===== src/sv/bbe_pkg.sv =====
// ----------------------------------------------------------------------------
// bbe_pkg
// shared types and constants of the 3x3 edge-normalized box blur
// ----------------------------------------------------------------------------
`default_nettype none

package bbe_pkg;

    localparam int CHAN_W       = 8;
    localparam int PIXEL_W      = 3 * CHAN_W;
    localparam int CFG_DATA_W   = 32;
    localparam int REG_IDX_W    = 1;
    localparam int CFG_ADDR_W   = REG_IDX_W + 2;
    localparam int WIDTH_REG_W  = 11;
    localparam int HEIGHT_REG_W = 13;
    localparam int QUEUE_DEPTH  = 4;

    localparam logic [REG_IDX_W-1:0] REG_IMAGE_WIDTH  = 1'd0;
    localparam logic [REG_IDX_W-1:0] REG_IMAGE_HEIGHT = 1'd1;

    localparam logic [WIDTH_REG_W-1:0]  WIDTH_RESET  = 11'd1024;
    localparam logic [HEIGHT_REG_W-1:0] HEIGHT_RESET = 13'd1024;

    typedef logic [PIXEL_W-1:0] t_pixel;

    typedef struct packed {
        logic [WIDTH_REG_W-1:0]  width;
        logic [HEIGHT_REG_W-1:0] height;
        logic                    clear;
    } t_cfg;

    typedef struct packed {
        t_pixel     pix;
        logic       primed;
        logic [2:0] use_row;
        logic [2:0] use_col;
        logic       eof;
    } t_op;

endpackage

`default_nettype wire


===== src/sv/bbe_regs.sv =====
// ----------------------------------------------------------------------------
// bbe_regs
// apb register file holding image width and height
// ----------------------------------------------------------------------------
`default_nettype none

module bbe_regs (
    input  logic                             i_clk,
    input  logic                             i_rst_n,
    input  logic                             psel,
    input  logic                             penable,
    input  logic                             pwrite,
    input  logic [bbe_pkg::CFG_ADDR_W-1:0]   paddr,
    input  logic [bbe_pkg::CFG_DATA_W-1:0]   pwdata,
    output logic [bbe_pkg::CFG_DATA_W-1:0]   prdata,
    output logic                             pready,
    output bbe_pkg::t_cfg                    o_cfg
);

    logic [bbe_pkg::WIDTH_REG_W-1:0]  r_width;
    logic [bbe_pkg::HEIGHT_REG_W-1:0] r_height;
    logic [bbe_pkg::REG_IDX_W-1:0]    reg_idx;
    logic                             wr_en;

    assign reg_idx = paddr[bbe_pkg::CFG_ADDR_W-1:2];
    assign wr_en   = psel && penable && pwrite;
    assign pready  = 1'b1;

    always_ff @(posedge i_clk) begin
        if (!i_rst_n) begin
            r_width  <= bbe_pkg::WIDTH_RESET;
            r_height <= bbe_pkg::HEIGHT_RESET;
        end else if (wr_en) begin
            case (reg_idx)
                bbe_pkg::REG_IMAGE_WIDTH: begin
                    r_width <= pwdata[bbe_pkg::WIDTH_REG_W-1:0];
                end
                bbe_pkg::REG_IMAGE_HEIGHT: begin
                    r_height <= pwdata[bbe_pkg::HEIGHT_REG_W-1:0];
                end
                default: begin
                end
            endcase
        end
    end

    always_comb begin
        case (reg_idx)
            bbe_pkg::REG_IMAGE_WIDTH:  prdata = bbe_pkg::CFG_DATA_W'(r_width);
            bbe_pkg::REG_IMAGE_HEIGHT: prdata = bbe_pkg::CFG_DATA_W'(r_height);
            default:                   prdata = '0;
        endcase
    end

    // any write abandons the frame in progress
    assign o_cfg.width  = r_width;
    assign o_cfg.height = r_height;
    assign o_cfg.clear  = wr_en;

endmodule

`default_nettype wire


===== config.mk =====
export PLATFORM = sky130hd
export DESIGN_NAME = bbe_regs
export DESIGN_NICKNAME = d
export VERILOG_FILES = /design/src/sv/bbe_pkg.sv /design/src/sv/bbe_regs.sv
export SDC_FILE = /design/constraint.sdc
export NUM_CORES = 1
export LEC_CHECK = 0
export BUFFER_PORTS_ARGS = -buffer_cell sky130_fd_sc_hd__buf_2
export CAP_MARGIN = 20
export CORE_ASPECT_RATIO = 1.1
export CORE_UTILIZATION = 40
export CTS_CLUSTER_DIAMETER = 60
export DETAILED_ROUTE_END_ITERATION = 16
export PLACE_DENSITY = 0.81
export SLEW_MARGIN = 20
export SYNTH_ARGS = -nofsm -noshare
export SYNTH_HDL_FRONTEND = slang
export SYNTH_SLANG_ARGS = --single-unit

===== constraint.sdc =====
create_clock -name i_clk -period 1.9 [get_ports i_clk]
set_clock_uncertainty 0.05 [all_clocks]
set_input_delay 0.095 -clock i_clk [delete_from_list [all_inputs] [get_ports i_clk]]
set_output_delay 0.095 -clock i_clk [all_outputs]
set_load 0.01 [all_outputs]

---- Yosys cells after proc, flatten, opt, wreduce, memory -nomap -nowiden ----
Index checks and enable logic that the tools add are counted.
storage, ports and cells
  output and inout port bits .............. 58
  register bits after elaboration ......... 24
cells by class
  multiplexer cells ....................... 1
  bitwise operators ....................... 1
  reductions and logical operators ........ 4
operators by type and width
  kind                                 count
  32-bit case mux with 2 select lines  1
  2-bit AND reduction                  2
  1-bit logical AND                    2
  1-bit inverter                       1

---- Depth between registers and ports, before layout ----
  depth in word-level cells ............... 3
  depth in mapped cells ................... 4
  depth with buffers taken out ............ 2

---- Least setup slack after synthesis ----
OpenSTA, ideal clock, no wires.
  path kind ............................... in2out
  from .................................... in paddr[2] (netlist bit)
  to ...................................... out prdata[2] (netlist bit)
  cell stages on the path ................. 3
  arrival time ............................ 0.748 ns
  setup slack ............................. 1.007 ns
  path through ............................ buf_6 buf_2 mux2_2
on the way
  longest elaborated chain between the ends .. 2
RTL lines
  what                                   RTL line        text
  from (decl)                            bbe_regs.sv:13  input logic [bbe_pkg::CFG_ADDR_W-1:0] paddr,
  1-bit inverter (no line)               n/a
  32-bit case mux with 2 select lines *  bbe_regs.sv:48  case (reg_idx)
  to (decl)                              bbe_regs.sv:15  output logic [bbe_pkg::CFG_DATA_W-1:0] prdata,
Mark *: on every way between the ends. The rest lies on a longest branch, timed or not. The select of a mux whose other input is x is not followed.

---- Worst setup path after layout ----
  from .................................... reg r_height[4] (netlist bit)
  to ...................................... out prdata[4] (netlist bit)
on the way
  longest elaborated chain between the ends .. 1
RTL lines
  what                                 RTL line        text
  from (decl)                          bbe_regs.sv:21  logic [bbe_pkg::HEIGHT_REG_W-1:0] r_height;
  from (signal assigned)               bbe_regs.sv:32  r_height <= bbe_pkg::HEIGHT_RESET;
  from (signal assigned)               bbe_regs.sv:39  r_height <= pwdata[bbe_pkg::HEIGHT_REG_W-1:0];
  32-bit case mux with 2 select lines  bbe_regs.sv:48
Every way passes these cells. The select of a mux whose other input is x is not followed.

==> impl_metrics.sql <==
INSERT INTO impl_metrics (metric_group, metric, value, unit) VALUES
('outcome', 'run_status', 'finished, final reports clean', ''),
('sta', 'setup_viol', '0', ''),
('clock_tree', 'clock_sinks', '24', ''),
('placed_design', 'dp.final_hpwl', '1.71', 'mm'),
('clock_tree', 'cts_made_buffers', '3', ''),
('sta', 'worst_pin_slew', '603', 'ps'),
('floorplanning', 'floorplan.initialDensity', '0.417', ''),
('setup_path', 'path_class', 'flop to output pin', ''),
('global_route', 'grt_max_degree', '38', ''),
('sta', 'clock.fmax', '833', 'MHz'),
('pwr', 'post-layout-total-power', '1.04', 'mW'),
('floorplanning', 'rows', '21', ''),
('pwr', 'vdd.ir_drop.worst', '0.372', 'mV'),
('sta', 'hold_viol_final', '0', ''),
('logic_synthesis', 'ys_dominant_reg_cell', 'sky130_fd_sc_hd__dfxtp_1', ''),
('final_layout', 'layout-drive-gt1-share', '0.372', ''),
('global_route', 'via_count_of_the_first_global_routing_pass', '887', ''),
('setup_path', 'end_kind', 'output pin', ''),
('drt', 'remaining_drc_errors', '0', ''),
('drt', 'vias_per_cell', '4.43', ''),
('pwr', 'power_per_cell_area', '638', 'nW/um^2'),
('logic_synthesis', 'yosysUniqueCellTypes', '14', ''),
('drt', 'route.top_layer_used', 'met4', ''),
('floorplanning', 'die_h', '61.2', 'um'),
('drt', 'wl_met2', '1.40', 'mm'),
('setup_path', 'cp.arrival', '1060', 'ps'),
('sta', 'finalCriticalPeriod', '1200', 'ps'),
('worst_hold_path', 'worstHoldPathType', 'primary input to flop', ''),
('final_layout', 'layout_commonest_cell', 'sky130_fd_sc_hd__buf_2', ''),
('global_route', 'antenna_violations_before_repair', '0', ''),
('logic_synthesis', 'synthArstFlopShare', '0', ''),
('global_route', 'grt_first_pass_wirelength', '4.01', 'mm'),
('pwr', 'p_leak', '0.914', 'nW'),
('clock_tree', 'cts_tree', 'done', ''),
('drt', 'met1Wirelength', '1.16', 'mm'),
('sta', 'setup_tns', '0', 'ps'),
('logic_synthesis', 'synth-seq-area-share', '0.378', ''),
('clock_tree', 'clk_path_buf_depth', '2', ''),
('job', 'drv.max_cap_violation_count', '0', ''),
('placed_design', 'gp_congestion', '0.666', ''),
('drt', 'detailroute.via_count', '1018', ''),
('global_route', 'grt.total_usage', '0.156', ''),
('floorplanning', 'pin_count', '98', ''),
('logic_synthesis', 'synth-edff-count', '0', ''),
('floorplanning', 'die_x', '55.8', 'um'),
('setup_path', 'category_of_the_worst_setup_path_launch_point', 'flop', ''),
('drt', 'drt_wl_total', '2.67', 'mm'),
('clock_tree', 'clock_input_transition_at_the_sequential_cells_of_the_worst_setup_and_hold_paths', '140', 'ps'),
('clock_tree', 'ctsHtreeMaxLevel', '1', ''),
('clock_tree', 'clock-root-buffer', 'sky130_fd_sc_hd__clkbuf_4', ''),
('floorplanning', 'core_area', '3050', 'um^2'),
('sta', 'final.period_utilization', '0.632', ''),
('final_layout', 'most-common-layout-cells', '56 x sky130_fd_sc_hd__buf_2, 34 x sky130_fd_sc_hd__nand2_1, 24 x sky130_fd_sc_hd__mux2i_1, 24 x sky130_fd_sc_hd__dfxtp_1, 20 x sky130_fd_sc_hd__conb_1', ''),
('drt', 'first_iter_violations', '11', ''),
('drt', 'met3_wirelength', '92', 'um'),
('final_layout', 'antennaDiodeCount', '0', ''),
('sta', 'timing_max_transition_violations_final', '0', ''),
('setup_path', 'cp_data_required_time', '1750', 'ps'),
('setup_path', 'path_max_fanout', '3', ''),
('drt', 'detail-route-antenna-nets', '0', ''),
('clock_tree', 'post_cts_resize_count', '0', ''),
('logic_synthesis', 'syn_avg_cell_area', '9.57', 'um^2'),
('drt', 'drt-pass1-iter-count', '6', ''),
('sta', 'maxSlewHeadroom', '0.598', ''),
('drt', 'routed_wire_length_per_instance', '11.6', 'um'),
('placed_design', 'port-buffer-count', '56', ''),
('global_route', 'grt_overflow', '0', ''),
('logic_synthesis', 'synth.ff_latch_count', '24', ''),
('final_layout', 'area_growth_synth_to_finish', '28.6', '%'),
('logic_synthesis', 'synthesized_instance_count', '133', ''),
('final_layout', 'fin_nets', '237', ''),
('logic_synthesis', 'ys_warn_count', '0', ''),
('floorplanning', 'fp.dieArea', '3410', 'um^2'),
('logic_synthesis', 'synth.cell_area', '1270', 'um^2'),
('clock_tree', 'clk-insertion-delay-late', '310', 'ps'),
('sta', 'grt_setup_unrepaired', 'no', '');
[area by class of cell]
class,instances,area (um^2)
clock buffers,3,22.5
clock inverters,1,30.0
fillers,311,1410
multi-input cells,98,643
flip-flops and latches,24,480
well taps,34,42.5
repair buffers,70,418
[critical path: stages, from the launching register on]
cell	delay, ps
sky130_fd_sc_hd__dfxtp_1	350
sky130_fd_sc_hd__mux2_2	260
sky130_fd_sc_hd__buf_2	130
[power by group]
group	internal, mW	switching (mW)
Combinational	0.0676	0.0805
Clock	0.213	0.160
Sequential	0.515	0.00727
Total	0.795	0.248
[metal layers]
layer	vias up	GRT usage
met5	-	0
met4	0	0.0643
met3	2	0.0231
met2	31	0.315
met1	467	0.166
li1	518	-
[what timing repair did]
action                    CTS  global route
hold endpoints to repair   24             0
setup buffers               0             0
hold buffers               13             0
[cells in the mapped netlist, types with 2 or more instances]
cell                      number  area share
sky130_fd_sc_hd__nand2_1      34        0.10
sky130_fd_sc_hd__dfxtp_1      24        0.38
sky130_fd_sc_hd__mux2i_1      24        0.19
sky130_fd_sc_hd__buf_4        21        0.12
sky130_fd_sc_hd__mux2_2       11       0.097
sky130_fd_sc_hd__buf_2         5       0.020
sky130_fd_sc_hd__buf_6         3       0.027
sky130_fd_sc_hd__nor2b_1       3       0.015
sky130_fd_sc_hd__and2_1        2      0.0098
sky130_fd_sc_hd__conb_1        2      0.0059
[registers in the layout, summed over array words and instances, names as in the netlist]
signal	cells
r_width	11
r_height	13
[worst paths after layout]
check	slack (ps)	from	cells past startpoint	to
worst max register to register	1190	r_width[4]	2	r_width[4]
worst min-delay path	220	penable	3	r_width[0]
worst max-delay path	700	r_height[4]	2	prdata[4]
worst min register to register	430	r_height[11]	2	r_height[11]
[metrics by stage]
stage,utilization,cells,worst slack [ps],instance area (um^2),hold slack (ps)
final,0.537,230,699,1640,218
after global routing,0.537,230,620,1640,225
after CTS,0.537,230,678,1640,221
after detailed placement,0.477,213,721,1450,304
after global placement,0.477,213,726,1450,297
after floorplan,-,151,1010,1340,187
[kinds of logic (layout without fill, tap and decap cells)]
family        count (synthesis)  in the layout  share of synthesized area
flops                        24             24                      0.378
other cells                   2             20                    0.00590
mux                          35             35                      0.286
buf+inv                      29             74                      0.170
simple gates                 43             43                      0.160
Power figures use the tool's default switching activity.
