### config.mk
export PLATFORM = sky130hd
export DESIGN_NAME = bbe_queue
export DESIGN_NICKNAME = d
export VERILOG_FILES = /design/src/sv/bbe_pkg.sv /design/src/sv/bbe_queue.sv
export SDC_FILE = /design/constraint.sdc
export NUM_CORES = 1
export LEC_CHECK = 0
export ABC_CLOCK_PERIOD_IN_PS = 2400
export BUFFER_PORTS_ARGS = -buffer_cell sky130_fd_sc_hd__buf_2
export CORE_MARGIN = 4
export CORE_UTILIZATION = 55
export CTS_CLUSTER_SIZE = 12
export DETAILED_ROUTE_END_ITERATION = 10
export GPL_TIMING_DRIVEN = 0
export PLACE_DENSITY_LB_ADDON = 0.15
export SLEW_MARGIN = 20
export SYNTH_ARGS = -nofsm -noshare
export SYNTH_HDL_FRONTEND = slang
export SYNTH_SLANG_ARGS = --single-unit
### constraint.sdc
create_clock -name i_clk -period 2.4 [get_ports i_clk]
set_input_delay 0.24 -clock i_clk [delete_from_list [all_inputs] [get_ports i_clk]]
set_output_delay 0.24 -clock i_clk [all_outputs]
set_load 0.05 [all_outputs]
### src/sv/bbe_pkg.sv
// ----------------------------------------------------------------------------
// bbe_pkg
// shared types and constants of the 3x3 edge-normalized box blur
// ----------------------------------------------------------------------------
`default_nettype none

package bbe_pkg;

    localparam int CHAN_W       = 8;
    localparam int PIXEL_W      = 3 * CHAN_W;
    localparam int CFG_DATA_W   = 32;
    localparam int REG_IDX_W    = 1;
    localparam int CFG_ADDR_W   = REG_IDX_W + 2;
    localparam int WIDTH_REG_W  = 11;
    localparam int HEIGHT_REG_W = 13;
    localparam int QUEUE_DEPTH  = 4;

    localparam logic [REG_IDX_W-1:0] REG_IMAGE_WIDTH  = 1'd0;
    localparam logic [REG_IDX_W-1:0] REG_IMAGE_HEIGHT = 1'd1;

    localparam logic [WIDTH_REG_W-1:0]  WIDTH_RESET  = 11'd1024;
    localparam logic [HEIGHT_REG_W-1:0] HEIGHT_RESET = 13'd1024;

    typedef logic [PIXEL_W-1:0] t_pixel;

    typedef struct packed {
        logic [WIDTH_REG_W-1:0]  width;
        logic [HEIGHT_REG_W-1:0] height;
        logic                    clear;
    } t_cfg;

    typedef struct packed {
        t_pixel     pix;
        logic       primed;
        logic [2:0] use_row;
        logic [2:0] use_col;
        logic       eof;
    } t_op;

endpackage

`default_nettype wire

### src/sv/bbe_queue.sv
// ----------------------------------------------------------------------------
// bbe_queue
// small fifo of classified words between the front and the back
// ----------------------------------------------------------------------------
`default_nettype none

module bbe_queue #(
    parameter int COL_W = 10
) (
    input  logic             i_clk,
    input  logic             i_rst_n,
    input  logic             i_push,
    input  bbe_pkg::t_op     i_push_op,
    input  logic [COL_W-1:0] i_push_col,
    output logic             o_push_ready,
    input  logic             i_pop,
    output logic             o_head_valid,
    output bbe_pkg::t_op     o_head_op,
    output logic [COL_W-1:0] o_head_col
);

    localparam int DEPTH = bbe_pkg::QUEUE_DEPTH;
    localparam int PTR_W = $clog2(DEPTH);
    localparam int CNT_W = $clog2(DEPTH + 1);

    bbe_pkg::t_op     r_op  [DEPTH];
    logic [COL_W-1:0] r_col [DEPTH];
    logic [PTR_W-1:0] r_wr_ptr;
    logic [PTR_W-1:0] r_rd_ptr;
    logic [CNT_W-1:0] r_count;
    logic             push_ok;
    logic             pop_ok;

    assign o_push_ready = r_count != CNT_W'(DEPTH);
    assign o_head_valid = r_count != '0;
    assign push_ok      = i_push && o_push_ready;
    assign pop_ok       = i_pop && o_head_valid;
    assign o_head_op    = r_op[r_rd_ptr];
    assign o_head_col   = r_col[r_rd_ptr];

    always_ff @(posedge i_clk) begin
        if (push_ok) begin
            r_op[r_wr_ptr]  <= i_push_op;
            r_col[r_wr_ptr] <= i_push_col;
        end
    end

    always_ff @(posedge i_clk) begin
        if (!i_rst_n) begin
            r_wr_ptr <= '0;
            r_rd_ptr <= '0;
            r_count  <= '0;
        end else begin
            if (push_ok) begin
                r_wr_ptr <= r_wr_ptr + PTR_W'(1);
            end
            if (pop_ok) begin
                r_rd_ptr <= r_rd_ptr + PTR_W'(1);
            end
            case ({push_ok, pop_ok})
                2'b10:   r_count <= r_count + CNT_W'(1);
                2'b01:   r_count <= r_count - CNT_W'(1);
                default: r_count <= r_count;
            endcase
        end
    end

endmodule

`default_nettype wire

# Word level (Yosys, flattened, before mapping)

Memory sizes are Yosys's and may differ from the RTL's. A register that Yosys moved wholly into a read port is not among the register bits.
Cells that the tools add are included.

Register bits: 7
Latch bits: 0
Bits in writable memories: 168
Bits in read-only memories: 0
Bits of input ports: 46
Output and inout bits: 44
Memories: 2

$add $sub $neg: 4
$mul: 0
Divide/modulo/power cells: 0
$lt $le $gt $ge: 0
Equality and inequality tests: 3
Shift operators: 0
Multiplexer cells: 7
Bitwise logic cells: 0
Reductions and logical operators: 4

Memory list:

| name  | depth | width | rd ports | clocked after memory_dff | wr ports | line            | text |
|---|---|---|---|---|---|---|---|
| r_op  | 4     | 32    | 1        | 1                        | 1        | bbe_queue.sv:26 | `bbe_pkg::t_op r_op [DEPTH];` |
| r_col | 4     | 10    | 1        | 1                        | 1        | bbe_queue.sv:27 | `logic [COL_W-1:0] r_col [DEPTH];` |

Operators by type and width:

| kind                                                                  | number |
|---|---|
| 2-bit 2-to-1 mux                                                      | 4 |
| 3-bit one-hot mux with 2 select lines                                 | 1 |
| 2-bit by 1-bit adder with 2-bit output, second input constant         | 2 |
| 3-bit by 1-bit adder with 3-bit output, second input constant         | 1 |
| 3-bit inequality test, second input constant                          | 1 |
| 3-bit nonzero test                                                    | 1 |
| 3-bit by 1-bit subtractor with 3-bit output, second input constant    | 1 |
| 2-bit by 1-bit equality test with 1-bit output, second input constant | 1 |
| 2-bit equality test, second input constant                            | 1 |
| 1-bit logical AND                                                     | 2 |
| 1-bit 2-to-1 mux                                                      | 2 |
| 2-bit nonzero test                                                    | 1 |

# Logic depth before layout (Yosys ltp)

Gate-level depths: netlist (run 1).

Word-level depth: 4
Gate-level depth with buffers: 9

# Worst setup path before layout (run 1)

Ideal clock, no wire load.

Path type: register to register
Start point: reg r_count[0]
End point: mem r_col[2][0] (enable)
Arrival time: 1.808 ns
Data required time: 1.997 ns
Setup slack: 0.188 ns
Cell stages (with the launch flop): 4
Buffers on the path: 0
Period minus slack after synthesis: 2.212 ns
Path through: dfxtp_1 -> nor2_1 -> a21boi_2 -> and2_1

Cells in the longest elaborated chain, start to end: 4

Ends and longest elaborated chain:

| what                                   | line            | text |
|---|---|---|
| start: declaration                     | bbe_queue.sv:30 | `logic [CNT_W-1:0] r_count;` |
| start signal: assignment               | bbe_queue.sv:61 | `2'b10: r_count <= r_count + CNT_W'(1);` |
| start signal: assignment               | bbe_queue.sv:62 | `2'b01: r_count <= r_count - CNT_W'(1);` |
| start signal: assignment               | bbe_queue.sv:63 | `default: r_count <= r_count;` |
| 3-bit inequality test                  | bbe_queue.sv:34 | `assign o_push_ready = r_count != CNT_W'(DEPTH);` |
| 1-bit logical AND                      | bbe_queue.sv:36 | `assign push_ok = i_push && o_push_ready;` |
| 1-bit 2-to-1 mux                       | bbe_queue.sv:42 | `if (push_ok) begin` |
| 1-bit 2-to-1 mux (implied by the code) | bbe_queue.sv:44 | `r_col[r_wr_ptr] <= i_push_col;` |
| end: declaration                       | bbe_queue.sv:27 |  |

Every way passes these cells.

# Worst setup path after layout (run 1)

Start point: reg r_count[0]
End point: reg r_count[2]

Cells in the longest elaborated chain, start to end: 4

Ends and longest elaborated chain:

| what                                                                                         | line                             | text |
|---|---|---|
| 3-bit inequality test / 3-bit nonzero test (equally long branches)                           | bbe_queue.sv:34, bbe_queue.sv:35 |  |
| 1-bit logical AND (on tied branches)                                                         | bbe_queue.sv:36, bbe_queue.sv:37 |  |
| 2-bit by 1-bit equality test with 1-bit output / 2-bit equality test (equally long branches) | bbe_queue.sv:60                  | `case ({push_ok, pop_ok})` |
| 3-bit one-hot mux with 2 select lines / 2-bit nonzero test (equally long branches)           | n/a                              |  |

Parallel ways exist; a longest one is shown, timed or not.
A chain may end at the register's enable or synchronous reset.

==> impl_metrics.toml, run 1 <==
[sta]
finalSetupViolations = 0
fin_crit_sh_pct = 89.0
slew_viol_final = 0
fmax_ghz = 0.468
slew_headroom_pct = 55.8
tightest_slew_ns = 0.663
hold_viol = 0
hold_ws_ns = 0.0330
skew_ns = 0.00547
post-route-min-period_ns = 2.14
rsz0062_at_grt = "false"

[die]
die_y_um = 118
dieArea_mm2 = 0.0138
core_mm2 = 0.0116
die-width_um = 118
initial_core_util_pct = 57.1
fp-row-count = 39
io_pins = 90

[clocking]
ctsResizeCount = 0
clock_path_buffers = 2
root_buffer = "clkbuf_16"
clkLatencyLatePin_ns = 0.41
clk_pin_slew_ns = 0.06
cts.sinks = 177
cts_tree = "done"
holdBufCountCts = 0
htreeDepth = 4
cts_inserted_buffers = 17
post_cts_buffers = 0

[worst_setup_path]
startpoint = "r_count[0]"
criticalPathCategory = "register to register"
critPathLaunchType = "register"
cp_common_cell = "inv_1"
cp_slowest_cell = "dfxtp_1"
cp-end-kind = "register"
cp.arrival_ns = 2.47
crit_required_ns = 2.73
slowest_delay_ns = 0.37
cp_max_fo = 7
r2r-start = "r_count[0]"
cp_cell_sequence = "nor2_1, a21boi_2, inv_1, ha_1, inv_1, fa_1, xor2_1, or3_1, a21boi_0"

[routing]
viasPerCell = 5.47
ant_nets = 0
routed_wl_um = 10600
drtIter0Drc = 198
firstDrtPassIters = 4
wl_per_cell_um = 19.9
num_vias = 2923
drc = 0

[yosys]
synth_area_leader_cell = "edfxtp_1"
syn_inst = 272
async_flop_share_pct = 0
synth_area_mm2 = 0.00661
synth_top_area_share_pct = 76.4
synth.area.top_cells = "edfxtp_1 76%, mux4_2 14%, dfxtp_1 2.7%, buf_12 1.2%, ha_1 0.95%"
seq_area_frac_synth_pct = 79.1
avgSynthCellArea_um2 = 24.3
ys_seq_elements = 177
synth-main-ff-cell = "edfxtp_1"
synth_edf_count = 168
synthMostInstantiatedCell = "edfxtp_1"
ys_warn_count = 0
syn_nets = 324
synth_cell_types = 24
synth_commonest_cells = "168 x edfxtp_1, 40 x mux4_2, 9 x dfxtp_1"

[power]
p_seq_share_pct = 39.7
p_int_mw = 6.48
pwr-share-clk_pct = 28.8
power_density_mw_per_mm2 = 1230
p_comb_share_pct = 31.5
ir_drop_uv = 597
power_switching_mw = 3.16
switching_share_pct = 32.8
cellLeakagePower_nw = 2.67

[placement]
dp_hpwl_um = 6290
gp_congestion = 0.677
portBuffers = 88
dp_cells = 503

[global_routing]
antenna_found_initial = 0
overflow = 0
grt_pass1_vias = 3240
grt_usage_pct = 16.7
use_met1_pct = 21.1
use_met3_pct = 4.76
use_met2_pct = 27.6
grt.busiest_layer = "met2"
grt_max_degree = 43
grt_pass1_wl_um = 17300

[cells_and_area]
fin_nets = 431
finalNonFillerCells = 534
diodes = 0
drive_above_1_share_pct = 43.5
area_growth_pct = 18.6

[worst_hold_path]
hp-class = "input pin to register"
hold_path.startpoint = "i_push_col[3]"

[status]
status = "finished clean"

[job]
maxCapViolations = 0
-- cell families after synthesis --
kind of cell / Yosys count / share of synthesized area (%)
mux: 44 / 14.7
compound gates: 6 / 0.815
simple gates: 18 / 1.44
flops: 177 / 79.1
buf+inv: 17 / 2.14
fa+ha+maj: 6 / 1.25
xor+xnor: 4 / 0.530
-- final timing paths --
kind                                    end  slack, ns  cells past startpoint
worst min-delay path            r_col[1][3]       0.03                      1
worst min register to register  r_wr_ptr[1]       0.51                      2
worst max register to register   r_count[2]       0.26                      9
worst max-delay path             r_count[2]       0.26                      9
-- final cells by class --
type / count / area [µm²]
sequential: 177 / 5230
fill: 736 / 3730
multi-input combinational: 78 / 1250
timing repair buffer: 88 / 440
clock buffer: 19 / 433
tap: 143 / 179
clock inverter: 12 / 166
buffer: 11 / 119
inverter: 6 / 22.5
-- metal layers --
metal | vias to the layer above | wire (µm)
met3 | 16 | 461
li1 | 1348 | -
met1 | 1489 | 4480
met4 | 0 | 178
met2 | 70 | 5510
met5 | - | 0
-- through the flow --
step | setup slack [ns] | area [µm²] | total power [mW] | util (%) | TNS (ns)
after floorplan | 0.188 | 6610 | 6.35 | - | 0
after global placement | -0.678 | 7230 | 6.96 | 62.5 | -112.04
after detailed placement | 0.306 | 7240 | 6.99 | 62.6 | 0
after CTS | 0.189 | 7840 | 9.75 | 67.7 | 0
after global routing | 0.132 | 7840 | 10.0 | 67.7 | 0
final | 0.265 | 7840 | 9.64 | 67.7 | 0
-- worst max-delay path: cells and delay by family, from the launching register on --
family	cells	cell delay [ns]
fa+ha+maj	2	0.55
xor+xnor	1	0.16
buf+inv	2	0.15
simple gates	2	0.47
compound gates	2	0.35
flops	1	0.37
-- registers in the layout, indices dropped and copies added (netlist names), named ones only --
signal and cells:
r_wr_ptr 2, r_op 128, r_rd_ptr 2, r_col 40, r_count 3
-- layout by cell type (no fill, tap or decap), types with 3 or more instances in the layout --
cell	count
xnor2_1	3
nand2_1	6
and2_1	3
edfxtp_1	168
clkbuf_1	4
ha_1	5
clkinv_2	3
bufinv_16	4
dfxtp_1	9
mux4_2	40
buf_2	92
inv_1	6
and2_4	4
clkbuf_16	17
buf_12	4
-- power groups by stage --
| stage | sequential, mW | combinational (mW) | clock, mW |
|---|---|---|---|
| 6_report | 3.83 | 3.04 | 2.77 |
| 5_1_grt | 3.85 | 3.22 | 2.97 |
| 4_1_cts | 3.83 | 3.10 | 2.82 |
| 3_5_place_dp | 3.90 | 3.09 | 0 |
| 3_3_place_gp | 3.89 | 3.07 | 0 |
| 2_1_floorplan | 3.87 | 2.48 | 0 |
No activity file was read; power rests on OpenSTA's default activity.
==> run 2, diff against run 1 <==
--- a/config.mk
+++ b/config.mk
@@ -5,6 +5,7 @@
 export SDC_FILE = /design/constraint.sdc
 export NUM_CORES = 1
 export LEC_CHECK = 0
+export ABC_AREA = 1
 export ABC_CLOCK_PERIOD_IN_PS = 2400
 export BUFFER_PORTS_ARGS = -buffer_cell sky130_fd_sc_hd__buf_2
 export CORE_MARGIN = 4
==> run 2 against run 1 <==
  * Sequential power down 2%
  * Critical path type is now register to output port
  * Clock skew grew 0.00098 ns
  * Largest cell class unchanged
  * Combinational power grew 5%
  * Non-clock buffer count up 24
  * Flip-flop and latch count stayed put
  * Sequential share of layout area down 2.0 points
  * Setup slack got worse by 0.13 ns
  * Worst hold slack worse by 0.0055 ns
  * Highest routed layer unchanged
==> impl_metrics.toml, run 2 <==
[job]
maxCapViolations = 0

[yosys]
ys_seq_elements = 177
synth.area.top_cells = "edfxtp_1 75%, nor2_1 5.3%, o21ai_0 4.6%, o22ai_1 3.9%, dfxtp_1 2.7%"
synth_top_area_share_pct = 75.4
synth_commonest_cells = "168 x edfxtp_1, 94 x nor2_1, 62 x o21ai_0"
async_flop_share_pct = 0
seq_area_frac_synth_pct = 78.0
syn_nets = 526
synth_edf_count = 168
synth_cell_types = 18
ys_warn_count = 0
avgSynthCellArea_um2 = 14.1
syn_inst = 474
synth_area_mm2 = 0.00670
synth-main-ff-cell = "edfxtp_1"
synthMostInstantiatedCell = "edfxtp_1"
synth_area_leader_cell = "edfxtp_1"

[power]
power_mw = 9.31
power_density_mw_per_mm2 = 1150
ir_drop_uv = 811
cellLeakagePower_nw = 2.92

[clocking]
htreeDepth = 4
clkLatencyLatePin_ns = 0.43
cts.sinks = 177
cts_inserted_buffers = 17
ctsResizeCount = 0
clk_pin_slew_ns = 0.06
holdBufCountCts = 0
cts_tree = "done"
post_cts_buffers = 0
root_buffer = "clkbuf_16"
clock_path_buffers = 2

[worst_setup_path]
criticalPathCategory = "register to output port"
slowest_delay_ns = 0.47
cp_max_fo = 10
crit_required_ns = 2.16
cp_slowest_cell = "dfxtp_1"
cp.arrival_ns = 2.03
r2r-start = "r_count[1]"
cp-end-kind = "output port"
cp_cell_sequence = "clkbuf_1, o21ai_0, o22ai_1, buf_2"
critPathLaunchType = "register"

[sta]
slew_viol_final = 0
tightest_slew_ns = 0.513
fin_crit_sh_pct = 94.4
fmax_ghz = 0.441
slew_headroom_pct = 65.7
skew_ns = 0.00645
post-route-min-period_ns = 2.27
hold_viol = 0
rsz0062_at_grt = "false"
finalSetupViolations = 0

[cells_and_area]
area_growth_pct = 20.7
final_cell_area_mm2 = 0.00808
largest-register = "r_op"
reg_top3 = "r_op (128), r_col (40), r_count (3)"
largest_reg_flops = 128
layout_common_cells = "168 x edfxtp_1, 95 x buf_2, 90 x nor2_1, 62 x o21ai_0, 42 x o22ai_1"
final_common_cell = "edfxtp_1"
finalNonFillerCells = 751
fin_nets = 642
drive_above_1_share_pct = 23.9

[die]
core_mm2 = 0.0120
initial_core_util_pct = 56.0
die_y_um = 118
die-width_um = 118
io_pins = 90
fp-row-count = 40
dieArea_mm2 = 0.0140

[routing]
wl_per_cell_um = 18.8
firstDrtPassIters = 4
num_vias = 4181
drtIter0Drc = 298
ant_nets = 0
viasPerCell = 5.57
routed_wl_um = 14200
drc = 0

[placement]
dp_cells = 718
dp_hpwl_um = 9000
gp_congestion = 0.724
placed_area_mm2 = 0.00757
portBuffers = 89

[global_routing]
grt_usage_pct = 20.9
grt_max_degree = 19
grt_pass1_vias = 4330
grt_pass1_wl_um = 22000
overflow = 0
antenna_found_initial = 0

[worst_hold_path]
hp-class = "input pin to register"
hold_path.startpoint = "i_push_op[30]"

[status]
status = "finished clean"
[run 2: stage by stage]
stage / util, % / setup WS, ns / TNS, ns / hold WS [ns]
final: 67.6 / 0.133 / 0 / 0.0275
after global placement: 61.3 / -0.670 / -106.21 / 0.450
after CTS: 67.5 / 0.0169 / 0 / 0.0106
after floorplan: - / -0.146 / -24.58 / 0.339
after detailed placement: 63.3 / 0.403 / 0 / 0.456
after global routing: 67.5 / 0.00344 / 0 / 0.0133
[run 2: critical path, delay by kind of cell, from the launching register on]
kind	cells	cell delay, ns
DFF	1	0.47
AOI/OAI and AO/OA	2	0.41
buffers and inverters	2	0.72
[run 2: kinds of logic after synthesis]
logic type / share of synthesized area, %
flip-flops: 78.0
AND/OR/NAND/NOR: 6.52
buffers and inverters: 3.48
AO/OA/AOI/OAI: 10.7
adder cells (fa/ha/maj): 1.23
[run 2: power by group]
part	total (mW)	switching (mW)	internal (mW)
logic	3.19	2.41	0.783
clock network	2.37	1.02	1.34
registers	3.76	0.0853	3.67
[run 2: path summary, 6_finish.rpt]
kind	slack [ns]	depth (start not counted)	endpoint
max	0.13	4	o_head_col[1]
min	0.03	1	r_op[0][30]
max reg2reg	0.38	12	r_count[2]
min reg2reg	0.51	2	r_wr_ptr[0]
[run 2: layer usage]
| metal | track usage (%) | part of all wire [%] | vias up |
|---|---|---|---|
| met5 | 0 | 0 | - |
| met4 | 8.94 | 1.5 | 0 |
| met3 | 6.94 | 6.2 | 20 |
| met2 | 34.2 | 50 | 130 |
| met1 | 25.6 | 42 | 2042 |
| li1 | - | - | 1989 |
[run 2: final cells by class]
class	count	area [µm²]
multi-input cells	253	1270
plain buffers	26	174
fillers	824	3880
clock buffers	29	480
well taps	147	184
repair buffers	97	666
clock inverters	3	13.8
inverters	18	67.6
flip-flops and latches	177	5230
diodes	1	2.50
==> run 3, diff against run 2 <==
--- a/config.mk
+++ b/config.mk
@@ -8,8 +8,10 @@
 export ABC_AREA = 1
 export ABC_CLOCK_PERIOD_IN_PS = 2400
 export BUFFER_PORTS_ARGS = -buffer_cell sky130_fd_sc_hd__buf_2
+export CELL_PAD_IN_SITES_DETAIL_PLACEMENT = 1
+export CELL_PAD_IN_SITES_GLOBAL_PLACEMENT = 2
 export CORE_MARGIN = 4
-export CORE_UTILIZATION = 55
+export CORE_UTILIZATION = 40
 export CTS_CLUSTER_SIZE = 12
 export DETAILED_ROUTE_END_ITERATION = 10
 export GPL_TIMING_DRIVEN = 0
==> run 3 against run 2 <==
  * Clock-buffer cell count down 4
  * Wire length up 14%
  * Sequential share of layout area down 1.1 points
  * Sequential power about the same
  * Global-route usage down 2.8 points
  * Clock power up 8.9%
  * Register-to-register slack worse by 0.05 ns
  * Flip-flop and latch count unchanged
  * Via count down 0.48%
  * First-iteration DRC count down 10%
  * Critical path type unchanged
  * Highest routed layer unchanged
==> impl_metrics.toml, run 3 (synthesis results as in run 2) <==
[status]
status = "finished clean"

[cells_and_area]
multiInputGateArea_mm2 = 0.00127
final_common_cell = "edfxtp_1"
reg_top3 = "r_op (128), r_col (40), r_count (3)"
fin_util_pct = 50.0
largest_reg_flops = 128
drive_above_1_share_pct = 25.7
final_cell_area_mm2 = 0.00823
fin_nets = 642
seq_area_mm2 = 0.00523
largest-register = "r_op"
area_growth_pct = 22.9
layout_common_cells = "168 x edfxtp_1, 96 x buf_2, 90 x nor2_1, 62 x o21ai_0, 42 x o22ai_1"
finalNonFillerCells = 824
num-fill-cells = 1703

[routing]
routed_wl_um = 16100
ant_nets = 0
drc = 0
firstDrtPassIters = 4
num_vias = 4161
drtIter0Drc = 268
viasPerCell = 5.05
wl_per_cell_um = 19.6

[clocking]
cts_inserted_buffers = 17
clock_path_buffers = 2
post_cts_buffers = 0
root_buffer = "clkbuf_16"
clkLatencyLatePin_ns = 0.42
clk_pin_slew_ns = 0.06
holdBufCountCts = 0
ctsResizeCount = 4
cts.sinks = 177
cts_tree = "done"
htreeDepth = 4

[global_routing]
grt_max_degree = 23
grt.busiest_layer = "met2"
grt_pass1_wl_um = 24600
use_met1_pct = 21.3
grt_pass1_vias = 4450
grt_usage_pct = 18.1
antenna_found_initial = 0
overflow = 0
use_met3_pct = 4.09
use_met2_pct = 32.3

[worst_hold_path]
hold_path.startpoint = "i_push_col[7]"
hp-class = "input pin to register"

[placement]
dp_cells = 791
placed_area_mm2 = 0.00765
dp_hpwl_um = 10500
gp_congestion = 0.721
portBuffers = 89

[die]
core_mm2 = 0.0165
fp-row-count = 47
io_pins = 90
dieArea_mm2 = 0.0189
die_y_um = 137
initial_core_util_pct = 40.7
die-width_um = 137

[worst_setup_path]
r2r-start = "r_count[1]"
cp_max_fo = 10
slowest_delay_ns = 0.46
criticalPathCategory = "register to output port"
cp_slowest_cell = "clkbuf_1"
cp-end-kind = "output port"
path_buf_inv = 2
crit_required_ns = 2.16
critPathLaunchType = "register"
cp_cell_sequence = "clkbuf_1, o21ai_0, o22ai_1, buf_2"
cp.arrival_ns = 2.00
crit_family = "buffers and inverters"

[job]
maxCapViolations = 0

[power]
p_int_mw = 5.93
power_density_mw_per_mm2 = 1170
p_seq_share_pct = 39.2
pwr-share-clk_pct = 26.9
switching_share_pct = 38.1
p_comb_share_pct = 33.9
ir_drop_uv = 570
power_switching_mw = 3.66
cellLeakagePower_nw = 2.95

[sta]
fin_crit_sh_pct = 93.1
post-route-min-period_ns = 2.24
rsz0062_at_grt = "false"
hold_viol = 0
skew_ns = 0.0108
slew_viol_final = 0
finalSetupViolations = 0
slew_headroom_pct = 62.8
tightest_slew_ns = 0.557
fmax_ghz = 0.447
run 3: final timing paths:
| kind | end | slack, ns | cells past startpoint |
|---|---|---|---|
| worst max-delay path | o_head_op[17] | 0.16 | 4 |
| worst min-delay path | r_col[3][7] | 0.03 | 1 |
| worst max register to register | r_count[2] | 0.33 | 12 |
| worst min register to register | r_wr_ptr[1] | 0.50 | 2 |
run 3: metal layers:
metal	up-vias	wire (µm)
met5	-	0
met2	84	8580
met3	15	633
li1	1992	-
met4	0	225
met1	2070	6670
run 3: metrics by stage:
step           worst slack (ns)  hold slack [ns]  TNS, ns  power (mW)
2_1_floorplan            -0.146            0.339   -24.58        6.09
3_3_place_gp             -0.849            0.451  -131.35        6.96
3_5_place_dp              0.321            0.459        0        7.11
4_1_cts                 0.00356           0.0108        0        9.69
5_1_grt                 0.00291          0.00799        0        10.0
6_report                  0.164           0.0284        0        9.59
run 3: power groups by stage:
stage          Clock (mW)  Sequential (mW)  Combinational [mW]
2_1_floorplan           0             3.80                2.29
3_3_place_gp            0             3.82                3.13
3_5_place_dp            0             3.82                3.29
4_1_cts              2.63             3.76                3.30
5_1_grt              2.77             3.78                3.50
6_report             2.58             3.76                3.25
run 3: layout make-up:
cell class | instances | share of cell area [%]
antenna | 1 | 0.0304
buffer | 26 | 2.18
clock buffer | 25 | 6.18
clock inverter | 7 | 0.608
inverter | 18 | 0.821
multi-input combinational | 253 | 15.4
sequential | 177 | 63.5
tap | 220 | 3.35
timing repair buffer | 97 | 7.91
