<file path="src/sv/bbe_pkg.sv">
// ----------------------------------------------------------------------------
// bbe_pkg
// shared types and constants of the 3x3 edge-normalized box blur
// ----------------------------------------------------------------------------
`default_nettype none

package bbe_pkg;

    localparam int CHAN_W       = 8;
    localparam int PIXEL_W      = 3 * CHAN_W;
    localparam int CFG_DATA_W   = 32;
    localparam int REG_IDX_W    = 1;
    localparam int CFG_ADDR_W   = REG_IDX_W + 2;
    localparam int WIDTH_REG_W  = 11;
    localparam int HEIGHT_REG_W = 13;
    localparam int QUEUE_DEPTH  = 4;

    localparam logic [REG_IDX_W-1:0] REG_IMAGE_WIDTH  = 1'd0;
    localparam logic [REG_IDX_W-1:0] REG_IMAGE_HEIGHT = 1'd1;

    localparam logic [WIDTH_REG_W-1:0]  WIDTH_RESET  = 11'd1024;
    localparam logic [HEIGHT_REG_W-1:0] HEIGHT_RESET = 13'd1024;

    typedef logic [PIXEL_W-1:0] t_pixel;

    typedef struct packed {
        logic [WIDTH_REG_W-1:0]  width;
        logic [HEIGHT_REG_W-1:0] height;
        logic                    clear;
    } t_cfg;

    typedef struct packed {
        t_pixel     pix;
        logic       primed;
        logic [2:0] use_row;
        logic [2:0] use_col;
        logic       eof;
    } t_op;

endpackage

`default_nettype wire

</file>
<file path="src/sv/bbe_pix_if.sv">
// ----------------------------------------------------------------------------
// bbe_pix_if
// input pixel channel: valid/ready handshake with action and rgb payload
// ----------------------------------------------------------------------------
`default_nettype none

interface bbe_pix_if;
    logic       valid;
    logic       ready;
    logic       action;
    logic [7:0] in_red;
    logic [7:0] in_green;
    logic [7:0] in_blue;

    modport source (output valid, output action, output in_red, output in_green,
                    output in_blue, input ready);
    modport sink   (input valid, input action, input in_red, input in_green,
                    input in_blue, output ready);
endinterface

`default_nettype wire

</file>
<file path="src/sv/bbe_front.sv">
// ----------------------------------------------------------------------------
// bbe_front
// accepts pixels, tracks input and output raster positions, classifies each
// word (dropped, priming, producing) and builds its edge masks
// ----------------------------------------------------------------------------
`default_nettype none

module bbe_front #(
    parameter int MAX_WIDTH  = 1024,
    parameter int MAX_HEIGHT = 4096
) (
    input  logic                        i_clk,
    input  logic                        i_rst_n,
    input  bbe_pkg::t_cfg               i_cfg,
    bbe_pix_if.sink                     i_pix,
    input  logic                        i_push_ready,
    output logic                        o_push,
    output bbe_pkg::t_op                o_push_op,
    output logic [$clog2(MAX_WIDTH)-1:0] o_push_col
);

    localparam int COL_W  = $clog2(MAX_WIDTH);
    localparam int EW_W   = $clog2(MAX_WIDTH + 1);
    localparam int EH_W   = $clog2(MAX_HEIGHT + 1);
    localparam int IROW_W = $clog2(MAX_HEIGHT + 2);
    localparam int OROW_W = $clog2(MAX_HEIGHT);

    logic [IROW_W-1:0] r_in_row,  n_in_row;
    logic [COL_W-1:0]  r_in_col,  n_in_col;
    logic [OROW_W-1:0] r_out_row, n_out_row;
    logic [COL_W-1:0]  r_out_col, n_out_col;

    logic [EW_W-1:0] eff_w;
    logic [EH_W-1:0] eff_h;
    logic            accept;
    logic            drop;
    logic            primed;
    logic            in_col_last;
    logic            out_col_last;
    logic            out_row_last;

    always_comb begin
        if (i_cfg.width == '0) begin
            eff_w = EW_W'(1);
        end else if (32'(i_cfg.width) > MAX_WIDTH) begin
            eff_w = EW_W'(MAX_WIDTH);
        end else begin
            eff_w = EW_W'(i_cfg.width);
        end
        if (i_cfg.height == '0) begin
            eff_h = EH_W'(1);
        end else if (32'(i_cfg.height) > MAX_HEIGHT) begin
            eff_h = EH_W'(MAX_HEIGHT);
        end else begin
            eff_h = EH_W'(i_cfg.height);
        end
    end

    assign i_pix.ready = i_push_ready;
    assign accept      = i_pix.valid && i_push_ready;
    assign drop        = i_pix.action && (r_in_row == '0) && (r_in_col == '0);
    assign primed      = (r_in_row >= IROW_W'(2)) ||
                         ((r_in_row == IROW_W'(1)) && (r_in_col != '0));

    assign in_col_last  = (32'(r_in_col) + 32'd1) >= 32'(eff_w);
    assign out_col_last = (32'(r_out_col) + 32'd1) >= 32'(eff_w);
    assign out_row_last = (32'(r_out_row) + 32'd1) >= 32'(eff_h);

    always_comb begin
        o_push_op.pix        = i_pix.action ? '0 : {i_pix.in_red, i_pix.in_green, i_pix.in_blue};
        o_push_op.primed     = primed;
        o_push_op.use_row[0] = r_out_row != '0;
        o_push_op.use_row[1] = 1'b1;
        o_push_op.use_row[2] = !out_row_last;
        o_push_op.use_col[0] = r_out_col != '0;
        o_push_op.use_col[1] = 1'b1;
        o_push_op.use_col[2] = !out_col_last;
        o_push_op.eof        = primed && out_row_last && out_col_last;
    end

    assign o_push     = accept && !drop;
    assign o_push_col = r_in_col;

    always_comb begin
        n_in_row  = r_in_row;
        n_in_col  = r_in_col;
        n_out_row = r_out_row;
        n_out_col = r_out_col;
        if (i_cfg.clear) begin
            n_in_row  = '0;
            n_in_col  = '0;
            n_out_row = '0;
            n_out_col = '0;
        end else if (accept && !drop) begin
            if (in_col_last) begin
                n_in_col = '0;
                n_in_row = r_in_row + IROW_W'(1);
            end else begin
                n_in_col = r_in_col + COL_W'(1);
            end
            if (primed) begin
                if (out_row_last && out_col_last) begin
                    n_in_row  = '0;
                    n_in_col  = '0;
                    n_out_row = '0;
                    n_out_col = '0;
                end else if (out_col_last) begin
                    n_out_col = '0;
                    n_out_row = r_out_row + OROW_W'(1);
                end else begin
                    n_out_col = r_out_col + COL_W'(1);
                end
            end
        end
    end

    always_ff @(posedge i_clk) begin
        if (!i_rst_n) begin
            r_in_row  <= '0;
            r_in_col  <= '0;
            r_out_row <= '0;
            r_out_col <= '0;
        end else begin
            r_in_row  <= n_in_row;
            r_in_col  <= n_in_col;
            r_out_row <= n_out_row;
            r_out_col <= n_out_col;
        end
    end

endmodule

`default_nettype wire

</file>
<file path="src/flat_wrapper.sv">
// flat-port wrapper written by rule: the top's interface ports become plain ports
module bbe_front_flat 
#(
    parameter int MAX_WIDTH  = 1024,
    parameter int MAX_HEIGHT = 4096
)
  (i_clk, i_rst_n, i_cfg, i_push_ready, o_push, o_push_op, o_push_col, i_pix_valid, i_pix_action, i_pix_in_red, i_pix_in_green, i_pix_in_blue, i_pix_ready);
  bbe_pix_if i_pix_i ();
  input  logic i_clk;
  input  logic i_rst_n;
  input  bbe_pkg::t_cfg i_cfg;
  input  logic i_push_ready;
  output logic o_push;
  output bbe_pkg::t_op o_push_op;
  output logic [$clog2(MAX_WIDTH)-1:0] o_push_col;
  input wire logic [$bits(i_pix_i.valid)-1:0] i_pix_valid;
  input wire logic [$bits(i_pix_i.action)-1:0] i_pix_action;
  input wire logic [$bits(i_pix_i.in_red)-1:0] i_pix_in_red;
  input wire logic [$bits(i_pix_i.in_green)-1:0] i_pix_in_green;
  input wire logic [$bits(i_pix_i.in_blue)-1:0] i_pix_in_blue;
  output wire logic [$bits(i_pix_i.ready)-1:0] i_pix_ready;
  assign i_pix_i.valid = i_pix_valid;
  assign i_pix_i.action = i_pix_action;
  assign i_pix_i.in_red = i_pix_in_red;
  assign i_pix_i.in_green = i_pix_in_green;
  assign i_pix_i.in_blue = i_pix_in_blue;
  assign i_pix_ready = i_pix_i.ready;
  bbe_front #(.MAX_WIDTH(MAX_WIDTH), .MAX_HEIGHT(MAX_HEIGHT)) u_core (.i_clk(i_clk), .i_rst_n(i_rst_n), .i_cfg(i_cfg), .i_pix(i_pix_i), .i_push_ready(i_push_ready), .o_push(o_push), .o_push_op(o_push_op), .o_push_col(o_push_col));
endmodule
</file>
<file path="config.mk">
export PLATFORM = sky130hd
export DESIGN_NAME = bbe_front_flat
export DESIGN_NICKNAME = d
export VERILOG_FILES = /design/src/sv/bbe_pkg.sv /design/src/sv/bbe_pix_if.sv /design/src/sv/bbe_front.sv /design/src/flat_wrapper.sv
export SDC_FILE = /design/constraint.sdc
export NUM_CORES = 1
export LEC_CHECK = 0
export BUFFER_PORTS_ARGS = -buffer_cell sky130_fd_sc_hd__buf_2
export CAP_MARGIN = 20
export CORE_MARGIN = 2
export CORE_UTILIZATION = 29
export CTS_BUF_LIST = sky130_fd_sc_hd__clkbuf_4 sky130_fd_sc_hd__clkbuf_8
export DETAILED_ROUTE_END_ITERATION = 12
export GPL_ROUTABILITY_DRIVEN = 1
export PLACE_DENSITY_LB_ADDON = 0.15
export RECOVER_POWER = 50
export SYNTH_ARGS = -nofsm -noshare
export SYNTH_HDL_FRONTEND = slang
export SYNTH_SLANG_ARGS = --single-unit
export TNS_END_PERCENT = 30
</file>
<file path="constraint.sdc">
create_clock -name i_clk -period 3.4 [get_ports i_clk]
set_input_delay 0.68 -clock i_clk [delete_from_list [all_inputs] [get_ports i_clk]]
set_output_delay 0.68 -clock i_clk [all_outputs]
set_load 0.05 [all_outputs]
</file>
# Word-level counts from Yosys, hierarchy flattened
# Cells that the tools add are included.
[totals]
regBits = 45
in_bits = 54
out_inout_bits = 44
elab_cells = 57
[classes]
n_addsub = 7
order_cmp = 6
n_eq_ne = 1
mux = 15
n_bitwise = 1
reduce_logical = 23
[op_table]
columns = ["op", "count"]
rows = [
  ["$mux 13", 5],
  ["$ge 32x11->1", 2],
  ["$mux 10", 5],
  ["$ge 32x13->1", 1],
  ["$logic_not 13->1", 2],
  ["$mux 12", 2],
  ["$mux 24", 1],
  ["$add 10x1->11 const B", 2],
  ["$mux 11", 2],
  ["$add 10x1->10 const B", 2],
  ["$reduce_bool 10->1", 2],
  ["$add 12x1->13 const B", 1],
  ["$add 13x1->13 const B", 1],
  ["$eq 13x1->1 const B", 1],
  ["$ge 13x2->1 const B", 1],
  ["$gt 13x13->1 const B", 1],
  ["$add 12x1->12 const B", 1],
  ["$reduce_bool 12->1", 1],
  ["$gt 11x11->1 const B", 1],
  ["$logic_not 11->1", 1],
  ["$logic_not 10->1", 1],
  ["$logic_and 1x1->1", 8],
  ["$logic_not 1->1", 3],
  ["$reduce_and 3->1", 1],
  ["5 further kinds", 5],
]

# Longest topological paths before layout
# Gate-level depths: netlist (run 1).
[logic_depth]
depth_word = 7
ltp_mapped = 13
ltp_nobuf = 12

# Worst setup path before layout (run 1)
# OpenSTA, ideal clock, no wires.
[synth_path]
path_type = "register -> output"
startpoint = "reg u_core.r_out_row[3]"
endpoint = "out o_push_op[0] (netlist bit)"
arrival_ps = 3356
t_required_ps = 2720
setup_slack_ps = -636
path_stages_with_launch = 13
path_buffers = 2
cell_sequence = "dfxtp_1 > clkbuf_1 > nand3_1 > nor2_1 > nand4_1 > xnor2_1 > ha_1 > a21o_1 > a21oi_1 > o21ai_0 > a211oi_1 > clkbuf_1 > nor2_1"
[synth_lines]
columns = ["element", "line", "source"]
rows = [
  ["start, declared", "bbe_front.sv:30", "logic [OROW_W-1:0] r_out_row, n_out_row;"],
  ["start signal, assigned", "bbe_front.sv:126", "r_out_row <= n_out_row;"],
  ["end, declared", "flat_wrapper.sv:14", "output bbe_pkg::t_op o_push_op;"],
]

==> impl_metrics.py, run 1 <==
metrics = {
    "status": {
        "outcome": "complete, no violations",
    },
    "setup_path": {
        "regToRegSetupSlack_ns": 0.29,
        "ff2ff_path_depth": 13,
        "worst-setup-path-type": "reg -> out",
        "cp.required_ns": 2.72,
        "cp_max_fo": 4,
        "r2r-start": "u_core.o_push_col[4]$_SDFFE_PP0P_",
        "arrival_ns": 2.63,
        "cp-start-kind": "flop",
        "cp-end-kind": "primary output",
        "reg2reg_to": "u_core.r_in_row[8]$_SDFFE_PP0P_",
    },
    "clock_tree": {
        "cts.clk_slew.worst_paths_ns": 0.09,
        "clock_sinks": 45,
        "cts_root_buf": "clkbuf_8",
        "cts_buffer_depth": 2,
        "clock_latency_ns": 0.30,
        "numCtsBuffers": 5,
        "ctsHoldBuffers": 0,
        "htreeDepth": 2,
        "tritoncts": "yes",
    },
    "die": {
        "rows": 41,
        "io_pins": 98,
        "chipHeight_um": 118.7,
        "core_area_um2": 12720,
        "dieArea_um2": 14100,
        "start_util_pct": 30.01,
        "die_w_um": 118.7,
    },
    "hold_path": {
        "hp-class": "reg -> reg",
        "hp-start": "u_core.r_out_row[1]$_SDFFE_PP0P_",
        "hold_end": "u_core.r_out_row[1]$_SDFFE_PP0P_",
        "whs_path_depth": 2,
    },
    "routing": {
        "wl_met1_mm": 5.115,
        "num_vias": 3840,
        "drt-total-wl_mm": 10.50,
        "first_pass_iters": 5,
        "wl_per_cell_um": 13.65,
        "dr_wl_met3_um": 588,
        "drtAntennaViolNets": 0,
        "drt-vias-per-instance": 4.993,
        "drt_iter0_drc": 90,
        "drc": 0,
        "top_layer_used": "met4",
        "wl_met2_mm": 4.684,
    },
    "synth": {
        "ys_seq_area_share_pct": 23.60,
        "avgSynthCellArea_um2": 8.020,
        "synth_seq_cells": 45,
        "netlist-cell-type-count": 64,
        "synth_edf_count": 0,
        "syn_inst": 476,
        "async_flop_share_pct": 0,
        "synth_flop_cell": "dfxtp_1",
        "syn_area_um2": 3817,
        "yosysWarnings": 0,
    },
    "sta": {
        "hold_viol": 0,
        "clock_skew_ns": 0.007968,
        "slew_headroom_pct": 35.26,
        "fmax_mhz": 301.8,
        "worst_pin_slew_ns": 0.9692,
        "min_period_over_period_pct": 97.44,
        "maxSlewViolCount": 0,
        "finalCriticalPeriod_ns": 3.313,
        "worst_slack_ns": 0.08700,
        "rsz0062_at_grt": "yes",
        "setup_viol": 0,
    },
    "power_and_ir_drop": {
        "p_switching_w": 0.0003374,
        "p_leak_nw": 2.107,
        "p_per_area_nw_per_um2": 229.2,
        "power.share.combinational_pct": 18.7,
        "clockPowerShare_pct": 35.4,
        "peakVddDrop_uv": 131.1,
        "total_power_w": 0.001140,
        "p_seq_share_pct": 45.9,
        "p_int_w": 0.0008030,
        "swShare_pct": 29.58,
    },
    "cells_and_area": {
        "layout.area.seq_um2": 932.1,
        "syn2layout_area_growth_pct": 30.32,
        "multi_input_comb_area_um2": 2925,
        "fin_cells": 769,
        "nNetsFinal": 696,
        "nFillCells": 1370,
        "final_core_util_pct": 39.10,
        "drive_above_1_share_pct": 26.97,
        "antennaDiodeCount": 0,
    },
    "place": {
        "hpwlAfterDp_mm": 8.242,
        "place_congestion": 0.7792,
        "place_inst": 749,
        "dp_slack_ns": 0.03511,
        "io_buffers": 95,
    },
    "global_route": {
        "antenna_found_initial": 0,
        "grt_start_max_net_pins": 26,
        "grt_pass1_wl_mm": 17.13,
        "grt-ovfl-total": 0,
        "grt_pass1_vias": 3653,
        "grt_usage_pct": 14.49,
    },
    "job": {
        "drv_cap": 0,
    },
}
[timing repair]
| item | 4_1_cts | 5_1_grt |
|---|---|---|
| buffers inserted | 5 | 9 |
| gates resized for setup | 20 | 43 |
| pin swaps | 6 | 16 |
| endpoints found under the setup margin | 3 | 3 |
[worst max-delay path: stages, from the launching register on]
cell and delay, ns:
dfxtp_2 0.36, nand2_4 0.06, or3_4 0.42, xnor2_4 0.16
ha_1 0.30, nand4_1 0.10, nor2_2 0.17, o31ai_4 0.11
a211o_1 0.35, nor2_4 0.12, buf_6 0.17
[how the worst max path moves through the flow]
stage                                                  from                               end  slack (ns)  cells past startpoint
after global routing       u_core.r_out_col[0]$_SDFFE_PP0P_                      o_push_op[0]       -0.03                     12
after CTS                  u_core.r_out_col[1]$_SDFFE_PP0P_                      o_push_op[0]       0.001                     11
after global placement                            i_cfg[21]                      o_push_op[3]        0.06                     11
final                      u_core.r_out_col[5]$_SDFFE_PP0P_                      o_push_op[0]        0.09                     10
after detailed placement                          i_cfg[21]                      o_push_op[3]        0.04                     11
after floorplan           u_core.o_push_col[3]$_SDFFE_PP0P_  u_core.r_in_row[10]$_SDFFE_PP0P_        0.07                     13
[synthesized netlist by cell type, types with 6 or more instances]
cell | n | area, um2
nand2_1 | 52 | 195.2
dfxtp_1 | 45 | 900.9
ha_1 | 45 | 563.0
nor2_1 | 36 | 135.1
nor2b_1 | 25 | 156.4
a21oi_1 | 22 | 110.1
xnor2_1 | 21 | 183.9
nand3_1 | 19 | 95.09
inv_1 | 18 | 67.56
nor3_1 | 16 | 80.08
xor2_1 | 12 | 105.1
clkbuf_1 | 11 | 41.29
nor4_1 | 10 | 62.56
a22o_1 | 9 | 78.83
o21ai_0 | 9 | 45.04
and3_1 | 8 | 50.05
o2bb2ai_1 | 8 | 70.07
nand4_1 | 7 | 43.79
o31ai_1 | 7 | 52.55
a31oi_1 | 6 | 37.54
[layout by cell type (no fill, tap or decap), types with 9 or more instances in the layout]
master / n
a21oi_1: 20
a22o_1: 9
buf_2: 56
buf_4: 38
clkbuf_1: 37
dfxtp_1: 30
dfxtp_2: 10
ha_1: 43
inv_1: 18
nand2_1: 49
nand3_1: 15
nor2_1: 31
nor2b_1: 25
nor3_1: 14
nor4_1: 10
o21ai_0: 9
xnor2_1: 19
xor2_1: 9
[per-stage QoR]
step	cell area [um2]	TNS, ns	hold slack [ns]
2_1_floorplan	3832	0	0.4600
3_3_place_gp	4596	0	0.4807
3_5_place_dp	4596	0	0.5023
4_1_cts	4798	0	0.5156
5_1_grt	4975	-0.05721	0.5069
6_report	4975	0	0.4940
[per-layer routing]
layer	vias to the layer above	global-route usage, %
li1	1967	-
met2	102	24.68
met4	0	3.199
met5	-	0
met1	1762	19.06
met3	9	2.510
[cell type report]
type | instances | area share, %
clock buffers | 5 | 1.383
clock inverters | 2 | 0.7042
inverters | 19 | 1.434
multi-input cells | 393 | 58.80
flip-flops and latches | 45 | 18.74
well taps | 172 | 4.326
repair buffers | 133 | 14.61
[logic make-up (layout without fill, tap and decap cells)]
group,count (synthesis),after routing,share of synthesized area [%]
AOI/OAI and AO/OA,98,98,18.88
muxes,2,2,0.5572
DFF,45,45,23.60
xor gates and xnor gates,33,33,7.571
buffers and inverters,39,159,4.785
adders and majority gates,45,45,14.75
and+or+nand+nor,213,213,29.76
other,1,2,0.09823
[power by group through the flow]
stage	sequential, W	combinational [W]	clock (W)
after global routing	0.000524	0.000234	0.000438
after floorplan	0.000541	0.000142	0
after detailed placement	0.000540	0.000215	0
final	0.000523	0.000214	0.000403
after global placement	0.000540	0.000211	0
after CTS	0.000527	0.000218	0.000421
[registers in the layout (all words and copies together) (netlist names)]
register           flops
u_core.r_out_col      10
u_core.o_push_col     10
u_core.r_in_row       13
u_core.r_out_row      12
Power figures use the tool's default switching activity.
==> inputs of run 2 (changes only) <==
--- a/config.mk
+++ b/config.mk
@@ -5,6 +5,7 @@
 export SDC_FILE = /design/constraint.sdc
 export NUM_CORES = 1
 export LEC_CHECK = 0
+export ABC_AREA = 1
 export BUFFER_PORTS_ARGS = -buffer_cell sky130_fd_sc_hd__buf_2
 export CAP_MARGIN = 20
 export CORE_MARGIN = 2
==> run 2 against run 1 <==
Against the previous run:
- routed wire length increased by 7.2%
- design area increased by 12%
- via count increased by 15%
==> impl_metrics.py, run 2 <==
metrics = {
    "status": {
        "outcome": "complete, no violations",
    },
    "synth": {
        "synth_seq_cells": 45,
        "async_flop_share_pct": 0,
        "synth_commonest_cells": "156 x nand2_1, 111 x nor2_1, 108 x inv_1",
        "synth_edf_count": 0,
        "syn_inst": 659,
        "avgSynthCellArea_um2": 6.222,
        "yosysWarnings": 0,
        "ys_top_cells_by_area": "dfxtp_1 22%, nand2_1 14%, ha_1 14%",
        "yosysMostFrequentCell": "nand2_1",
        "syn_area_um2": 4100,
        "netlist.area_leader.share_pct": 21.97,
        "synth_flop_cell": "dfxtp_1",
        "netlist-cell-type-count": 37,
        "yosysTopAreaCell": "dfxtp_1",
        "ys_seq_area_share_pct": 21.97,
    },
    "sta": {
        "min_period_over_period_pct": 99.82,
        "hold_viol": 0,
        "slew_headroom_pct": 38.54,
        "clock_skew_ns": 0.009257,
        "maxSlewViolCount": 0,
        "worst_pin_slew_ns": 0.9219,
        "setup_viol": 0,
        "fmax_mhz": 294.7,
        "rsz0062_at_grt": "yes",
        "finalCriticalPeriod_ns": 3.394,
    },
    "place": {
        "place_inst": 960,
        "dpl_cell_area_um2": 5004,
        "io_buffers": 95,
        "place_congestion": 0.8287,
        "hpwlAfterDp_mm": 8.794,
    },
    "die": {
        "dieArea_um2": 15110,
        "io_pins": 98,
        "core_area_um2": 13830,
        "rows": 43,
        "chipHeight_um": 122.9,
        "start_util_pct": 29.65,
        "die_w_um": 122.9,
    },
    "setup_path": {
        "reg2reg_to": "u_core.r_in_row[7]$_SDFFE_PP0P_",
        "crit_end": "o_push_op[0]",
        "worst-setup-path-type": "in -> out",
        "r2r-start": "u_core.o_push_col[0]$_SDFFE_PP0P_",
        "crit_start": "i_cfg[6]",
        "arrival_ns": 2.71,
        "cp.required_ns": 2.72,
        "cp-start-kind": "primary input",
        "cp_max_fo": 8,
        "cp-end-kind": "primary output",
        "ff2ff_path_depth": 18,
        "regToRegSetupSlack_ns": 0.64,
    },
    "cells_and_area": {
        "nNetsFinal": 897,
        "nFillCells": 1462,
        "fin_cells": 979,
        "top_register": "u_core.r_in_row",
        "mostFrequentLayoutCells": "137 x nand2_1, 104 x nor2_1, 104 x inv_1",
        "drive_above_1_share_pct": 26.03,
        "largest_reg_flops": 13,
        "antennaDiodeCount": 0,
        "final_cell_area_um2": 5592,
        "syn2layout_area_growth_pct": 36.37,
        "final_common_cell": "nand2_1",
        "reg_top3": "u_core.r_in_row (13), u_core.r_out_row (12)",
    },
    "power_and_ir_drop": {
        "peakVddDrop_uv": 125.8,
        "p_leak_nw": 2.779,
        "total_power_w": 0.001195,
        "p_per_area_nw_per_um2": 213.6,
    },
    "routing": {
        "drt_iter0_drc": 158,
        "drtAntennaViolNets": 0,
        "drc": 0,
        "first_pass_iters": 4,
        "drt-total-wl_mm": 11.25,
        "num_vias": 4421,
        "wl_per_cell_um": 11.49,
        "drt-vias-per-instance": 4.516,
    },
    "clock_tree": {
        "clock_sinks": 45,
        "cts.clk_slew.worst_paths_ns": 0.10,
        "tritoncts": "yes",
        "htreeDepth": 2,
        "cts_root_buf": "clkbuf_8",
        "clock_latency_ns": 0.32,
        "numCtsBuffers": 5,
        "cts_buffer_depth": 2,
    },
    "hold_path": {
        "hp-class": "reg -> reg",
    },
    "global_route": {
        "grt_start_max_net_pins": 26,
        "grt_pass1_wl_mm": 18.93,
        "antenna_found_initial": 0,
        "grt_pass1_vias": 4339,
        "grt-ovfl-total": 0,
        "grt_usage_pct": 15.34,
    },
    "job": {
        "drv_cap": 0,
    },
}
[run 2: cell count changes in the layout (fill, tap and decap cells not counted), sizes merged, moves of 20 or more]
cell / delta
nand2: +108
nor2b: -25
nand3: +27
inv: +93
nor2: +78
xnor2: -20
[run 2: worst min path at each step]
stage | endpoint | depth (start not counted) | startpoint
floorplan | u_core.r_out_col[9]$_SDFFE_PP0P_ | 2 | u_core.r_out_col[9]$_SDFFE_PP0P_
global placement | u_core.r_out_col[8]$_SDFFE_PP0P_ | 2 | u_core.r_out_col[8]$_SDFFE_PP0P_
detailed placement | u_core.r_out_col[8]$_SDFFE_PP0P_ | 2 | u_core.r_out_col[8]$_SDFFE_PP0P_
CTS | u_core.r_out_col[8]$_SDFFE_PP0P_ | 2 | u_core.r_out_col[8]$_SDFFE_PP0P_
global route | u_core.r_out_col[8]$_SDFFE_PP0P_ | 2 | u_core.r_out_col[8]$_SDFFE_PP0P_
finish | u_core.r_out_col[8]$_SDFFE_PP0P_ | 2 | u_core.r_out_col[8]$_SDFFE_PP0P_
[run 2: routing by layer]
layer  up-vias  global-route usage [%]  wire length, um
li1       2338                       -                -
met1      1980                   19.24             5251
met2        96                   27.56             5417
met3         7                   2.214              468
met4         0                   3.592              109
met5         -                       0                0
[run 2: kinds of logic after synthesis]
group / Yosys count / share of synthesized area (%)
AO/OA/AOI/OAI: 64 / 9.033
other: 1 / 0.09146
adder cells (fa/ha/maj): 45 / 13.73
XOR/XNOR: 19 / 4.059
flip-flops: 45 / 21.97
AND/OR/NAND/NOR: 354 / 37.66
buffers and inverters: 131 / 13.46
[run 2: final cells by class]
cell class / count / area, um2 / share of cell area [%]
clock buffers: 6 / 82.58 / 1.477
clock inverters: 2 / 13.76 / 0.2461
inverters: 113 / 437.9 / 7.832
multi-input cells: 484 / 3030 / 54.20
flip-flops and latches: 45 / 909.6 / 16.27
well taps: 180 / 225.2 / 4.028
repair buffers: 149 / 892.1 / 15.95
[run 2: per-stage QoR]
step	setup slack (ns)	setup TNS (ns)	hold slack, ns	utilization (%)
floorplan	0.06848	0	0.4565	-
global placement	-0.2132	-0.5078	0.4689	36.19
detailed placement	-0.2440	-0.6467	0.4873	36.19
CTS	0.0009419	0	0.5013	38.54
global route	-0.1450	-0.3703	0.5109	40.44
finish	0.006247	0	0.5024	40.44
[run 2: power breakdown]
part	switching (W)	total [W]	leakage, nW	internal, W
registers	0.000000877	0.000527	0.365	0.000526
clock network	0.000209	0.000375	0.0512	0.000165
logic	0.000188	0.000293	2.36	0.000105
[run 2: worst max-delay path, cell delays in order]
cell,delay [ns]
buf_2,0.11
nor4_2,0.27
and2_4,0.21
a21oi_4,0.06
clkinv_4,0.13
nand2_2,0.08
ha_4,0.27
nand2_2,0.05
o21bai_1,0.15
nand2_1,0.07
nand2_1,0.05
nand2_1,0.07
nand2_1,0.06
nand2_2,0.11
nand3_4,0.10
clkinvlp_4,0.09
buf_8,0.14
[run 2: repair_timing]
item,4_1_cts,5_1_grt
buffers inserted,9,2
pin swaps,12,23
setup endpoints to repair,3,3
gates resized for setup,35,62
hold endpoints to repair,0,0
hold buffers,0,0
